`src/rtl/apfd_pkg.sv`:
```
// Package for the allpass fractional feedback delay: sample and coefficient types,
// register indices, fixed-point constants and the saturation helper.
// No dependencies.
package apfd_pkg;

    localparam int SAMPLE_BITS     = 16;
    localparam int RING_DEPTH_DEF  = 131072;
    localparam int COEF_FRAC       = 15;
    localparam int DELAY_BITS      = 17;
    localparam int GAIN_BITS       = 15;
    localparam int COEFF_BITS      = 16;
    localparam int CFG_DATA_BITS   = 17;
    localparam int CFG_INDEX_BITS  = 2;
    localparam int TDATA_BITS      = ((2 * SAMPLE_BITS + 7) / 8) * 8;
    localparam int ACC_BITS        = 34;

    localparam logic [DELAY_BITS-1:0] DELAY_RESET = 17'd65536;
    localparam logic [GAIN_BITS-1:0]  FB_LIMIT    = 15'd32764;

    typedef enum logic [CFG_INDEX_BITS-1:0] {
        REG_DELAY_INT     = 2'd0,
        REG_ALLPASS_COEFF = 2'd1,
        REG_FEEDBACK_GAIN = 2'd2
    } reg_index_t;

    typedef logic signed [SAMPLE_BITS-1:0] sample_t;
    typedef logic signed [COEFF_BITS-1:0]  coeff_t;
    typedef logic [GAIN_BITS-1:0]          gain_t;
    typedef logic [DELAY_BITS-1:0]         delay_t;

    typedef struct packed {
        logic fwd;
        logic valid;
    } tap_ctl_t;

    function automatic sample_t sat_sample(input logic signed [ACC_BITS-1:0] v);
        logic signed [ACC_BITS-1:0] hi;
        logic signed [ACC_BITS-1:0] lo;
        hi = ACC_BITS'(signed'({1'b0, {(SAMPLE_BITS-1){1'b1}}}));
        lo = -hi - ACC_BITS'(1);
        if (v > hi) begin
            return SAMPLE_BITS'(hi);
        end else if (v < lo) begin
            return SAMPLE_BITS'(lo);
        end
        return SAMPLE_BITS'(v);
    endfunction

endpackage

```
`src/rtl/apfd_lane.sv`:
```
// One channel of the delay: feedback sum for the ring write, then the allpass
// interpolation on the tap. Holds the previous output and previous tap. Uses apfd_pkg.
module apfd_lane (
    input  logic                aclk,
    input  logic                aresetn,
    input  logic                a_en,
    input  logic                b_en,
    input  apfd_pkg::sample_t   x_in,
    input  apfd_pkg::gain_t     gain,
    input  apfd_pkg::coeff_t    coeff,
    input  apfd_pkg::tap_ctl_t  ctl,
    input  apfd_pkg::sample_t   rd_data,
    output apfd_pkg::sample_t   w_out,
    output apfd_pkg::sample_t   y_out
);
    import apfd_pkg::*;

    sample_t y1_reg, y1_next;
    sample_t x1_reg, x1_next;
    sample_t w_reg,  w_next;

    logic signed [31:0]           fb_prod;
    logic signed [31:0]           fb_sh;
    logic signed [SAMPLE_BITS:0]  diff;
    logic signed [32:0]           ap_prod;
    logic signed [ACC_BITS-1:0]   ap_acc;

    always_comb begin
        fb_prod = signed'({1'b0, gain}) * y1_reg;
        fb_sh   = (fb_prod + 32'sd16384) >>> COEF_FRAC;
        w_next  = sat_sample(ACC_BITS'(fb_sh) + ACC_BITS'(x_in));
    end

    always_comb begin
        if (ctl.fwd) begin
            x1_next = w_reg;
        end else if (ctl.valid) begin
            x1_next = rd_data;
        end else begin
            x1_next = '0;
        end
        diff    = (SAMPLE_BITS+1)'(x1_next) - (SAMPLE_BITS+1)'(y1_reg);
        ap_prod = 33'(coeff) * 33'(diff);
        ap_acc  = ACC_BITS'(ap_prod) + (ACC_BITS'(x1_reg) <<< COEF_FRAC)
                + ACC_BITS'(34'sd16384);
        y1_next = sat_sample(ap_acc >>> COEF_FRAC);
    end

    always_ff @(posedge aclk) begin
        if (!aresetn) begin
            y1_reg <= '0;
            x1_reg <= '0;
        end else if (b_en) begin
            y1_reg <= y1_next;
            x1_reg <= x1_next;
        end
    end

    always_ff @(posedge aclk) begin
        if (a_en) begin
            w_reg <= w_next;
        end
    end

    assign w_out = w_next;
    assign y_out = y1_next;

endmodule

```
`config.mk`:
```
export PLATFORM = sky130hd
export DESIGN_NAME = apfd_lane
export DESIGN_NICKNAME = d
export VERILOG_FILES = /design/src/rtl/apfd_pkg.sv /design/src/rtl/apfd_lane.sv
export SDC_FILE = /design/constraint.sdc
export NUM_CORES = 1
export LEC_CHECK = 0
export BUFFER_PORTS_ARGS = -buffer_cell sky130_fd_sc_hd__buf_4
export CORE_UTILIZATION = 45
export CTS_CLUSTER_DIAMETER = 120
export DETAILED_ROUTE_END_ITERATION = 10
export GPL_TIMING_DRIVEN = 1
export SLEW_MARGIN = 20
export SYNTH_ARGS = -nofsm -noshare
export SYNTH_HDL_FRONTEND = slang
export SYNTH_SLANG_ARGS = --single-unit
```
`constraint.sdc`:
```
create_clock -name aclk -period 25.4 [get_ports aclk]
set_input_delay 5.08 -clock aclk [delete_from_list [all_inputs] [get_ports aclk]]
set_output_delay 5.08 -clock aclk [all_outputs]
set_load 0.02 [all_outputs]
```
==> summary.txt <==
Synth
  – Top cell type's share of synthesized area: between 40% and 50%
  – Most numerous cell in the Yosys netlist: inv_1
  – Synth Area in Compound Gates: slightly below 9%
  – Seq/Total Area, Yosys: between 4 and 5%
  – Largest family of logic cells by synthesized area: adder cells
  – Number of synthesized flops with an enable pin: 16
  – Cell variety after synth: just over 70
  – Largest cells by area after synthesis: fa_1, ha_1, inv_1
  – Post-Synth Simple-Gate Area: 16.85%
  – Mapped Cells: around 2,700
  – Post-synthesis xor/xnor area fraction: 2.337%
  – Seq cells post-synth: 48
  – YS warnings: 0
  – Synth Cell Area: 23,230 um2
  – Commonest cells in the netlist: inv_1, fa_1, nand2_1
  – Synth area leader: fa_1
  – Primary FF master, synth: dfxtp_1
  – Adder-cell share of the synthesized area: a little over half
  – Mapped Nets: roughly 3,500
  – Mux contribution to synthesized area: less than 1%
  – Post-synth ARST share: 0%
  – Syn avg cell area: 8.722 um2

Hold path
  – Worst hold path depth: 2
  – Hold_sp: x1_reg[15]$_SDFFE_PN0P_
  – Hold endpoint: x1_reg[15]$_SDFFE_PN0P_
  – Hold Crit Class: register to register

Floorplan
  – Core area: between 50,000 and 60,000 um2
  – Effective utilization at floorplan: 45.94%
  – Die area: between 50,000 and 60,000 um2
  – Cell row count: between 80 and 90
  – Die width: roughly 230 um
  – Io pins: 101
  – DIE HEIGHT: between 200 and 250 um

Critical path
  – CP max stage cell: nand2_1
  – Reg2reg start: y1_reg[3]$_SDFFE_PN0P_
  – Worst path most repeated cell: fa_1
  – Reg-to-Reg End: w_reg[2]$_DFFE_PP_
  – Worst reg2reg path depth: 31
  – CP Capture Type: output pin
  – Critical path type: input pin to output pin
  – Worst path max stage delay: between 0.5 and 0.6 ns
  – Crit start category: input pin
  – Worst-path maximum fanout: 18
  – CP Data Required Time: about 20 ns
  – Worst path arrival time: around 15 ns
  – Flop2flop setup slack: about 15 ns

CTS
  – Post-CTS Setup Bufs: 0
  – CTS resizes: 0
  – Inserted Clock Buffers: 5
  – Htree depth: 2
  – Hold_buf cts: 0
  – CTS tree: built
  – Clock Latency Late Sink: around 0.3 ns
  – CTS root buf: clkbuf_16
  – Reg clk slew, reported paths: about 0.07 ns
  – Longest Clk Path Bufs: 2
  – CTS Sinks: between 40 and 50

Placed design
  – Port Buffer Count: 100
  – RePlAce Congestion: between 0.8 and 0.9
  – HPWL Detailed: between 50,000 and 60,000 um
  – Setup WS pre-CTS: between 5 and 6 ns
  – Post-Place Cell Area: between 20,000 and 25,000 um2

GRT
  – First-pass GRT wire length: 102,000 um
  – Gr usage total: 24.70%
  – Met1 Resource Use GR: approximately a third
  – Largest net degree at the start of global routing: 37
  – Vias in the first global route: 19,150
  – Grt met2 use: roughly two fifths
  – Antenna violations before repair: 5
  – M3 GR Usage: about 3.5%
  – Grt peak-use layer: met2
  – GRT Residual Overflow: 0

Routing
  – Via-to-Cell Ratio: 5.335
  – WL final: 62,690 um
  – Via count: about 18,000
  – First DRT Iteration DRCs: roughly 1,000
  – Residual DRC count: 0
  – Post-DRT Antenna Nets: 0
  – TritonRoute pass-1 iters: 5
  – Avg WL per Cell: roughly 19 um

Timing
  – Clk_skew: 0.008100 ns
  – Final TNS setup: 0 ns
  – Slew @ Worst Pin: around 1.2 ns
  – Final Hold Fails: 0
  – Final WS setup: roughly 5.3 ns
  – Peak Freq: approximately 0.050 GHz
  – Slew Limit Fails: 0
  – RSZ-0062 raised after global routing: no
  – Final min period: 20.11 ns
  – Final setup fails: 0
  – Period utilisation layout: about four fifths
  – Worst slew margin: between 20% and 30%

Final layout
  – FILL cells: slightly below 5,000
  – Final net count: 3,479
  – P&R area growth vs syn: 6.780%
  – Layout cells sized above 1: under 10%
  – Fin area: around 25,000 um2

Outcome
  – Status: finished, final reports clean

Flow run
  – Maxcap violations: 0
## critical path, delay by kind of cell
kind,cells,cell delay [ns]
buffers and inverters,8,1.00
AO/OA/AOI/OAI,10,2.57
adder cells (fa/ha/maj),8,3.58
AND/OR/NAND/NOR,10,2.78
## stage by stage
step | instances | utilization, % | hold WS (ns)
floorplan | 2664 | - | 0.4538
CTS | 3361 | 49.03 | 0.5128
global route | 3363 | 49.05 | 0.5278
global placement | 3353 | 48.70 | 0.4859
detailed placement | 3353 | 48.70 | 0.4920
finish | 3363 | 49.05 | 0.5083
## worst max path at each step
stage	end	start
2_1_floorplan	y_out[0]	ctl[1]
3_3_place_gp	y_out[13]	ctl[1]
3_5_place_dp	y_out[10]	ctl[1]
4_1_cts	y_out[10]	ctl[1]
5_1_grt	y_out[10]	ctl[1]
6_report	y_out[2]	ctl[1]
## cells in the final DEF, fill, tap and decap left out, types with 11 or more instances in the layout
master	synthesis	layout
xor2_1	15	14
and3_1	27	27
nor2_1	77	74
mux2i_1	16	16
nand3_1	48	48
nand2b_1	28	28
a21o_1	42	42
nor3_1	15	15
buf_4	2	125
o21ai_1	14	14
o211ai_1	23	23
edfxtp_1	16	16
o21a_1	14	14
ha_1	241	241
nand2_1	292	292
dfxtp_1	32	32
a22o_1	13	13
o21ai_0	40	40
a211oi_1	13	13
or3_1	11	11
xnor2_1	47	43
nor2b_1	44	44
fa_1	480	480
inv_1	645	645
and2_1	202	202
a21oi_1	48	48
## kinds of logic (layout without fill, tap and decap cells)
family | after synthesis | in the layout
simple gates | 777 | 777
buf+inv | 754 | 780
fa+ha+maj | 721 | 721
compound gates | 285 | 285
xor+xnor | 62 | 62
flops | 48 | 48
mux | 17 | 17
other cells | 0 | 1
## area by class of cell
cell class	instances	area (um2)	area share [%]
multi-input cells	1862	19320	77.86
inverters	647	2429	9.789
flip-flops and latches	48	1121	4.519
repair buffers	125	938.4	3.782
well taps	672	840.8	3.389
clock buffers	7	132.6	0.5346
clock inverters	1	30.03	0.1210
diodes	1	2.502	0.01009
## routing by layer
layer  vias to the layer above  part of all wire, %
li1                       8183                    -
met1                      9190                   43
met2                       499                   48
met3                        71                  6.2
met4                         0                  2.3
met5                         -                    0
Power is left out: the tool's default activity adds up to more than one toggle a clock period on the data nets, which glitch-free logic cannot reach.
